File: config.mk
export PLATFORM = sky130hd
export DESIGN_NAME = wfn_ram
export DESIGN_NICKNAME = d
export VERILOG_FILES = /design/src/design/wfn_ram.sv
export SDC_FILE = /design/constraint.sdc
export NUM_CORES = 1
export LEC_CHECK = 0
export ABC_CLOCK_PERIOD_IN_PS = 1800
export BUFFER_PORTS_ARGS = -buffer_cell sky130_fd_sc_hd__buf_4
export CORE_MARGIN = 10
export CORE_UTILIZATION = 45
export CTS_CLUSTER_DIAMETER = 200
export DETAILED_ROUTE_END_ITERATION = 10
export MAX_ROUTING_LAYER = met4
export PLACE_DENSITY_LB_ADDON = 0.1
export REMOVE_ABC_BUFFERS = 1
export SLEW_MARGIN = 20
export SYNTH_ARGS = -nofsm -noshare
export SYNTH_HDL_FRONTEND = slang
export SYNTH_SLANG_ARGS = --single-unit
File: constraint.sdc
create_clock -name clk -period 1.8 [get_ports clk]
set_input_delay 0.09 -clock clk [delete_from_list [all_inputs] [get_ports clk]]
set_output_delay 0.09 -clock clk [all_outputs]
set_load 0.005 [all_outputs]
File: src/design/wfn_ram.sv
`default_nettype none
module wfn_ram #(
    parameter int unsigned WIDTH = 8,
    parameter int unsigned DEPTH = 16
) (
    input  wire logic                     clk,
    input  wire logic                     wr_en,
    input  wire logic [$clog2(DEPTH)-1:0] wr_addr,
    input  wire logic [WIDTH-1:0]         wr_data,
    input  wire logic [$clog2(DEPTH)-1:0] rd_addr,
    output logic      [WIDTH-1:0]         rd_data
);
    logic [WIDTH-1:0] mem [DEPTH];

    always_ff @(posedge clk)
    begin
        if (wr_en)
        begin
            mem[wr_addr] <= wr_data;
        end
        rd_data <= mem[rd_addr];
    end
endmodule
`default_nettype wire

==> impl_metrics.py, run 1 <==
metrics = {
    "route": {
        "wl_per_cell_um": 23.0,
        "drt_pass1_iterations": 4,
        "first_iter_violations": 162,
        "postRouteAntennaNets": 0,
        "via_per_inst": 5.51,
        "finalWirelength_um": 10200,
        "route.detailed.drc": 0,
        "vias": 2450,
    },
    "worst_hold_path": {
        "hold_path_class": "input pin to flop",
    },
    "critical_path": {
        "crit_chain": "mux4_1 > a22oi_1 > nand2_1",
        "cp.arrival_ns": 1.71,
        "path_depth": 3,
        "reg2reg_depth": 3,
        "crit_required_ns": 2.08,
        "path_buf_inv": 0,
        "critPathTopFamily": "multiplexers",
        "slowest_stage": "mux4_1",
        "critPathKind": "flop to flop",
        "critPathMaxStageDelay_ns": 0.51,
        "cp-endpoint": "rd_data[3]",
        "crit_path_start": "mem[1][3]",
        "start_kind": "flop",
        "r2r-start": "mem[1][3]",
        "rrSetupSlack_ns": 0.38,
        "worstPathMaxFanout": 1,
        "r2r_end": "rd_data[3]",
        "cp-end-kind": "flop",
    },
    "place": {
        "place_congestion": 0.748,
        "placed_area_sq_um": 5610,
        "dp.final_hpwl_um": 6590,
        "port_buffers": 25,
    },
    "synth": {
        "synth_cell_type_count": 19,
        "synth_simple_gate_area_share_pct": 3.18,
        "ys_seq_elements": 136,
        "synthMuxAreaShare_pct": 15.0,
        "synth_compound_area_share_pct": 2.33,
        "syn_inst": 229,
        "synthAdderAreaFrac_pct": 0,
        "syn_avg_cell_area_sq_um": 22.5,
        "netlist_area_sq_um": 5150,
        "yosysWarningCount": 0,
        "ys_seq_area_share_pct": 77.8,
        "synth_xor_area_share_pct": 0,
        "synth_top_family_by_area": "multiplexers",
    },
    "clock_network": {
        "cts_buffers": 17,
        "cts_tree": "yes",
        "cts.sinks": 136,
        "h-tree-depth": 4,
        "clk_pin_slew_ns": 0.06,
        "root_buffer": "clkbuf_16",
        "worstSkewPairLatency_ns": 0.41,
        "ctsLongestPathBuffers": 2,
    },
    "timing": {
        "setup_viol": 0,
        "rsz0062_at_grt": "no",
        "timing.final.crit_share_pct": 79.2,
        "slew_viol_final": 0,
        "tns_ns": 0,
        "slew_headroom_pct": 69.1,
        "fin_skew_ns": 0.00775,
        "layout_min_cycle_time_ns": 1.42,
        "hold_violations": 0,
        "worst_pin_slew_ns": 0.464,
        "fmax_mhz": 702,
    },
    "global_route": {
        "grt_pass1_wl_um": 15800,
        "grt_max_degree": 33,
        "antenna_found_initial": 0,
        "grt_overflow": 0,
        "grt_pass1_vias": 2558,
        "track_usage_pct": 13.6,
    },
    "cells_and_area": {
        "syn2layout_area_growth_pct": 20.3,
        "design_area_sq_um": 6190,
        "nNetsFinal": 312,
        "antenna_cells": 0,
        "fin_util_pct": 56.1,
        "fill_cells": 854,
        "layout-drive-gt1-share_pct": 30.2,
    },
    "floorplanning": {
        "fp.dieArea_sq_um": 16100,
        "pin_count": 26,
        "die_x_um": 127,
        "die_height_um": 127,
        "core_region_area_sq_um": 11000,
        "start_util_pct": 46.7,
        "rows": 38,
    },
    "power_and_ir_drop": {
        "leakage_nw": 2.13,
        "power_density_nw_per_um2": 1110,
        "ir_drop_mv": 0.598,
    },
    "status": {
        "status": "completed",
    },
    "job": {
        "maxCapViolations": 0,
    },
}
## tightest hold or removal path, delay by kind of cell
family | cells | cell delay [ns]
buffers and inverters | 2 | 0.29
AND/OR/NAND/NOR | 1 | 0.05
## area by class of cell
type	count	area (sq um)	area share [%]
Clock inverter	6	30.0	0.485
Sequential cell	136	4000	64.7
Clock buffer	24	472	7.62
Multi-Input combinational cell	83	1060	17.1
Timing Repair Buffer	56	453	7.32
Tap cell	140	175	2.83
## cells in the mapped netlist, drive strengths merged
cell type / number / area (sq um)
a22oi: 16 / 120
and2: 1 / 6.26
and2b: 1 / 7.51
buf: 7 / 56.3
clkdlybuf4s25: 3 / 30.0
dfxtp: 8 / 160
edfxtp: 128 / 3840
mux4: 32 / 773
nand2: 9 / 33.8
nand2b: 2 / 12.5
nand3: 1 / 5.00
nand3b: 2 / 15.0
nor2: 13 / 48.8
nor2b: 1 / 6.26
nor3: 4 / 20.0
or3b: 1 / 8.76
## cells by family (layout without fill, tap and decap cells)
group           after synthesis  in the layout
mux                          32             32
compound gates               16             16
buf+inv                      10             86
simple gates                 35             35
flops                       136            136
## through the flow
| step | setup WS (ns) | total power [W] | hold slack, ns | cells |
|---|---|---|---|---|
| global placement | 0.137 | 0.00398 | 0.400 | 407 |
| finish | 0.375 | 0.00686 | 0.207 | 445 |
| floorplan | 0.217 | 0.00376 | 0.189 | 219 |
| global route | 0.291 | 0.00713 | 0.217 | 445 |
| CTS | 0.376 | 0.00695 | 0.191 | 445 |
| detailed placement | 0.126 | 0.00399 | 0.410 | 407 |
## routing by layer
layer  part of all wire (%)  global-route usage, %  up-vias
met5                      0                      -        -
met4                    1.4                   4.82        0
met3                    3.6                   3.75       13
met2                     47                   19.7       49
met1                     48                   18.2     1287
li1                       -                      -     1101
## placed cells by master, fill, tap and decap left out
cell           instances
clkbuf_1               5
nor2b_1                1
nand2b_1               2
edfxtp_1             128
buf_4                 47
mux4_1                14
nor3_1                 4
and2_1                 1
dfxtp_1                8
clkinv_2               6
clkbuf_16             17
dlygate4sd3_1          8
nand2_1                9
nor2_1                13
nand3b_1               2
buf_12                 1
mux4_2                18
clkbuf_8               2
and2b_1                1
a22oi_1               16
nand3_1                1
or3b_2                 1
## state kept, by name, summed over array words and instances (netlist names)
signal	cells
mem	128
rd_data	8
## where the power goes
group	switching [W]	internal, W
combinational	0.000186	0.000176
sequential	0.0000204	0.00354
clock	0.00114	0.00180
## worst min-delay path by stage
stage / slack [ns] / from / endpoint / cells after the start
3_3_place_gp: 0.40 / wr_data[7] / mem[4][7] / 1
3_5_place_dp: 0.41 / wr_data[5] / mem[11][5] / 1
2_1_floorplan: 0.19 / wr_data[0] / mem[0][0] / 0
6_report: 0.21 / wr_addr[0] / mem[4][1] / 3
4_1_cts: 0.19 / wr_addr[0] / mem[4][1] / 3
5_1_grt: 0.22 / wr_addr[0] / mem[4][1] / 3
## what timing repair did
item / in CTS / in global routing
gates resized for setup: 0 / 0
setup buffers: 0 / 0
hold buffers: 8 / 0
endpoints found under the hold margin: 102 / 0
Power figures use the tool's default switching activity.
==> inputs of run 2 (changes only) <==
--- a/config.mk
+++ b/config.mk
@@ -5,7 +5,7 @@
 export SDC_FILE = /design/constraint.sdc
 export NUM_CORES = 1
 export LEC_CHECK = 0
-export ABC_CLOCK_PERIOD_IN_PS = 1800
+export ABC_CLOCK_PERIOD_IN_PS = 1450
 export BUFFER_PORTS_ARGS = -buffer_cell sky130_fd_sc_hd__buf_4
 export CORE_MARGIN = 10
 export CORE_UTILIZATION = 45
==> constraint.sdc (replaced) <==
create_clock -name clk -period 1.45 [get_ports clk]
set_input_delay 0.0725 -clock clk [delete_from_list [all_inputs] [get_ports clk]]
set_output_delay 0.0725 -clock clk [all_outputs]
set_load 0.005 [all_outputs]
==> run 2 against run 1 <==
Compared with the run above:
- hold slack worse by 0.038 ns
- die area stayed put
- sequential share of layout area is 1.1 points lower
- setup slack worse by 0.33 ns
- clock power is 33% higher
- via count is 2.0% higher
- critical path type unchanged
- critical endpoint unchanged
==> impl_metrics.py, run 2 (synthesis gave the netlist of run 1 again) <==
metrics = {
    "timing": {
        "tns_ns": 0,
        "hold_violations": 0,
        "rsz0062_at_grt": "no",
        "fin_skew_ns": 0.00456,
        "layout_min_cycle_time_ns": 1.40,
        "timing.final.crit_share_pct": 96.7,
        "setup_viol": 0,
        "worst_pin_slew_ns": 0.853,
        "slew_headroom_pct": 43.0,
        "fmax_mhz": 713,
        "slew_viol_final": 0,
    },
    "place": {
        "place_congestion": 0.786,
        "dp.final_hpwl_um": 6600,
        "port_buffers": 25,
    },
    "route": {
        "finalWirelength_um": 10100,
        "via_per_inst": 5.56,
        "vias": 2498,
        "wl_per_cell_um": 22.5,
        "first_iter_violations": 186,
        "postRouteAntennaNets": 0,
        "route.detailed.drc": 0,
        "drt_pass1_iterations": 4,
    },
    "cells_and_area": {
        "syn2layout_area_growth_pct": 22.4,
        "regMostFlops": "mem",
        "antenna_cells": 0,
        "largestRegisters": "mem: 128 flops, rd_data: 8 flops",
        "final_common_cell": "edfxtp_1",
        "largest_register_ffs": 128,
        "layout-drive-gt1-share_pct": 31.1,
        "final_cell_mix": "edfxtp_1, buf_4, mux4_2",
        "nNetsFinal": 314,
    },
    "critical_path": {
        "crit_required_ns": 1.74,
        "start_kind": "flop",
        "worstPathMaxFanout": 1,
        "crit_chain": "mux4_1 > a22oi_1 > nand2_1",
        "cp-end-kind": "flop",
        "path_buf_inv": 0,
        "slowest_stage": "mux4_1",
        "critPathMaxStageDelay_ns": 0.51,
        "cp.arrival_ns": 1.70,
        "critPathTopFamily": "multiplexers",
        "critPathKind": "flop to flop",
    },
    "floorplanning": {
        "die_height_um": 127,
        "fp.dieArea_sq_um": 16100,
        "rows": 38,
        "pin_count": 26,
        "die_x_um": 127,
        "start_util_pct": 46.7,
        "core_region_area_sq_um": 11000,
    },
    "global_route": {
        "grt_overflow": 0,
        "grt_pass1_vias": 2600,
        "grt_pass1_wl_um": 15500,
        "grt_max_degree": 17,
        "track_usage_pct": 13.6,
        "antenna_found_initial": 0,
    },
    "job": {
        "maxCapViolations": 0,
    },
    "power_and_ir_drop": {
        "ir_drop_mv": 0.845,
        "leakage_nw": 2.16,
        "power_density_nw_per_um2": 1400,
        "total_power_w": 0.00881,
    },
    "status": {
        "status": "completed",
    },
    "clock_network": {
        "worstSkewPairLatency_ns": 0.42,
        "h-tree-depth": 4,
        "cts_buffers": 17,
        "clk_pin_slew_ns": 0.05,
        "root_buffer": "clkbuf_16",
        "cts_setup_buffers": 0,
        "ctsLongestPathBuffers": 2,
        "cts.sinks": 136,
        "cts_tree": "yes",
    },
    "worst_hold_path": {
        "hold_path_class": "input pin to flop",
    },
}
run 2: changes by cell type in the layout (fill, tap and decap cells not counted):
cell / delta
clkinvlp_4: +3
clkinv_1: +3
clkbuf_1: -2
buf_12: +4
bufinv_16: +1
buf_4: -2
a22oi_1: -1
clkinv_2: -3
a22oi_2: +1
run 2: worst paths after layout:
path         slack (ns)    endpoint  cells past startpoint  startpoint
min reg2reg        0.67  rd_data[3]                      3  mem[12][3]
max                0.05  rd_data[3]                      3   mem[1][3]
max reg2reg        0.05  rd_data[3]                      3   mem[1][3]
min                0.17   mem[4][5]                      3  wr_addr[1]
run 2: report_power, final:
group          switching (W)  leakage (nW)  internal (W)
combinational       0.000236         0.678      0.000237
sequential         0.0000245          1.22       0.00440
clock                0.00150         0.258       0.00241
total                0.00176          2.16       0.00705
run 2: routing by layer:
| metal | track usage (%) | vias up | part of all wire [%] |
|---|---|---|---|
| met2 | 19.7 | 78 | 48 |
| met5 | - | - | 0 |
| met3 | 3.54 | 16 | 5.5 |
| met1 | 17.6 | 1292 | 45 |
| met4 | 6.43 | 0 | 1.3 |
| li1 | - | 1112 | - |
run 2: final cells by class:
type,count,area (sq um)
flip-flops and latches,136,4000
clock buffers,22,464
multi-input cells,83,1060
fillers,858,4730
clock inverters,10,78.8
well taps,140,175
repair buffers,58,518
run 2: tightest hold or removal path: stages:
cell	delay [ns]
buf_4	0.12
nor3_1	0.07
buf_4	0.15
run 2: repair_timing:
item / in CTS / in global routing
hold endpoints to repair: 128 / 0
setup endpoints to repair: 0 / 1
gates resized for setup: 0 / 1
hold buffers: 8 / 0
run 2: metrics by stage:
step / setup slack [ns] / cells / hold slack (ns) / utilization, % / area (sq um)
final: 0.0481 / 449 / 0.168 / 57.1 / 6300
after global routing: 0.0239 / 449 / 0.169 / 57.1 / 6300
after CTS: 0.0344 / 449 / 0.150 / 57.1 / 6300
after detailed placement: -0.0844 / 409 / 0.391 / 51.4 / 5670
after global placement: -0.0862 / 409 / 0.386 / 51.4 / 5670
after floorplan: -0.115 / 219 / 0.171 / - / 5060
==> inputs of run 3 (changes only) <==
--- a/config.mk
+++ b/config.mk
@@ -5,7 +5,7 @@
 export SDC_FILE = /design/constraint.sdc
 export NUM_CORES = 1
 export LEC_CHECK = 0
-export ABC_CLOCK_PERIOD_IN_PS = 1450
+export ABC_CLOCK_PERIOD_IN_PS = 1150
 export BUFFER_PORTS_ARGS = -buffer_cell sky130_fd_sc_hd__buf_4
 export CORE_MARGIN = 10
 export CORE_UTILIZATION = 45
==> constraint.sdc (replaced) <==
create_clock -name clk -period 1.15 [get_ports clk]
set_input_delay 0.0575 -clock clk [delete_from_list [all_inputs] [get_ports clk]]
set_output_delay 0.0575 -clock clk [all_outputs]
set_load 0.005 [all_outputs]
==> run 3 against run 2 <==
Compared with the run above:
- the run now ends with setup timing left
- sequential cell count unchanged
- final cell count grew 1.6%
- via count fell by 1.0%
- first-iteration DRC count decreased by 10%
- clock-buffer cell count shrank 3
- global-route usage grew 0.46 points
- largest cell class unchanged
- routed wire length increased by 4.0%
- sequential share of layout area shrank 1.0 points
==> impl_metrics.py, run 3 (synthesis gave the netlist of run 1 again) <==
metrics = {
    "floorplanning": {
        "die_height_um": 127,
        "pin_count": 26,
        "fp.dieArea_sq_um": 16100,
        "die_x_um": 127,
        "start_util_pct": 46.7,
        "core_region_area_sq_um": 11000,
        "rows": 38,
    },
    "status": {
        "status": "complete, but fails checks",
        "violations": "setup timing",
    },
    "cells_and_area": {
        "nNetsFinal": 321,
        "largestRegisters": "mem: 128 flops, rd_data: 8 flops",
        "design_area_sq_um": 6400,
        "largest_register_ffs": 128,
        "final_cell_mix": "edfxtp_1, buf_4, mux4_2",
        "multi_input_area_sq_um": 1070,
        "final_common_cell": "edfxtp_1",
        "stdcell_count": 456,
        "antenna_cells": 0,
        "syn2layout_area_growth_pct": 24.4,
        "final-seq-area_sq_um": 4000,
        "regMostFlops": "mem",
        "layout-drive-gt1-share_pct": 40.5,
        "fill_cells": 840,
    },
    "clock_network": {
        "root_buffer": "clkbuf_16",
        "clk_pin_slew_ns": 0.06,
        "cts.sinks": 136,
        "worstSkewPairLatency_ns": 0.40,
        "cts_setup_buffers": 0,
        "cts_tree": "yes",
        "ctsLongestPathBuffers": 2,
        "cts_buffers": 17,
        "h-tree-depth": 4,
    },
    "power_and_ir_drop": {
        "ir_drop_mv": 0.765,
        "total_power_w": 0.0114,
        "power_density_nw_per_um2": 1790,
        "leakage_nw": 2.18,
    },
    "place": {
        "placed_area_sq_um": 5740,
        "port_buffers": 25,
        "dp.cells": 416,
        "place_congestion": 0.771,
        "dp.final_hpwl_um": 6800,
        "dp_slack_ns": -0.345,
    },
    "global_route": {
        "track_usage_pct": 14.1,
        "grt_overflow": 0,
        "grt_max_degree": 17,
        "antenna_found_initial": 0,
        "grt_pass1_vias": 2684,
        "grt_pass1_wl_um": 16400,
    },
    "worst_hold_path": {
        "whs_path_depth": 3,
        "hold_end": "mem[4][0]",
        "hold_path_class": "input pin to flop",
        "min_from": "wr_addr[0]",
    },
    "timing": {
        "worst_pin_slew_ns": 1.08,
        "timing.final.crit_share_pct": 113,
        "slew_headroom_pct": 28.1,
        "layout_min_cycle_time_ns": 1.30,
        "setup_viol": 8,
        "fin_ws_ns": -0.148,
        "rsz0062_at_grt": "yes",
        "fin_skew_ns": 0.00376,
        "hold_violations": 0,
        "fmax_mhz": 770,
        "slew_viol_final": 0,
    },
    "critical_path": {
        "critPathKind": "flop to flop",
        "start_kind": "flop",
        "r2r-start": "mem[2][3]",
        "rrSetupSlack_ns": -0.15,
        "r2r_end": "rd_data[3]",
        "crit_required_ns": 1.44,
        "worstPathMaxFanout": 1,
        "cp-end-kind": "flop",
        "cp.arrival_ns": 1.59,
        "reg2reg_depth": 3,
    },
    "job": {
        "maxCapViolations": 0,
    },
    "route": {
        "via_per_inst": 5.42,
        "vias": 2472,
        "wl_per_cell_um": 23.1,
        "finalWirelength_um": 10500,
        "first_iter_violations": 167,
        "route.detailed.drc": 0,
        "drt_pass1_iterations": 4,
        "postRouteAntennaNets": 0,
    },
}
[run 3: changes by cell type in the layout (fill, tap and decap cells not counted), moves of 3 or more]
cell and change:
clkinv_2 +3, buf_4 +6, mux4_2 +13, clkinvlp_4 -3, a22oi_1 -12, mux4_1 -13
a22oi_2 +12
[run 3: layout make-up]
cell class | instances | area share, %
repair buffers | 65 | 9.11
clock buffers | 19 | 6.76
multi-input cells | 83 | 16.8
flip-flops and latches | 136 | 62.5
well taps | 140 | 2.74
clock inverters | 13 | 2.11
[run 3: how the worst max path moves through the flow]
stage          startpoint         end  slack, ns  cells after the start
5_1_grt         mem[4][3]  rd_data[3]      -0.20                      3
3_3_place_gp   rd_addr[0]  rd_data[3]      -0.33                      5
4_1_cts         mem[4][3]  rd_data[3]      -0.16                      3
6_report        mem[2][3]  rd_data[3]      -0.15                      3
2_1_floorplan  wr_addr[2]   mem[0][0]      -0.40                      2
3_5_place_dp   rd_addr[0]  rd_data[3]      -0.34                      5
[run 3: through the flow]
| step | setup TNS, ns | util (%) | hold slack (ns) |
|---|---|---|---|
| after floorplan | -8.94 | - | 0.156 |
| after global placement | -9.64 | 52.0 | 0.359 |
| after detailed placement | -10.73 | 52.0 | 0.368 |
| after CTS | -0.714 | 57.9 | 0.153 |
| after global routing | -1.09 | 58.1 | 0.167 |
| final | -0.677 | 58.1 | 0.171 |
[run 3: worst max-delay path: stages (launching register included)]
cell	delay, ns
edfxtp_1	0.36
mux4_2	0.48
a22oi_2	0.27
nand2_1	0.07
[run 3: where the power goes]
| group | switching, W | total, W | internal, W |
|---|---|---|---|
| Sequential | 0.0000340 | 0.00558 | 0.00554 |
| Combinational | 0.000325 | 0.000660 | 0.000334 |
| Clock | 0.00185 | 0.00520 | 0.00335 |
| Total | 0.00221 | 0.0114 | 0.00923 |
[run 3: repair_timing]
action	CTS	global route
hold buffers	8	0
endpoints found under the hold margin	128	0
endpoints found under the setup margin	8	8
pin swaps	11	5
resized for setup	23	3
gates cloned	0	0
[run 3: routing by layer]
| metal | GRT usage (%) | part of all wire, % |
|---|---|---|
| met3 | 3.79 | 4.6 |
| met2 | 20.5 | 49 |
| met4 | 4.42 | 0.89 |
| met1 | 18.8 | 45 |
| met5 | - | 0 |
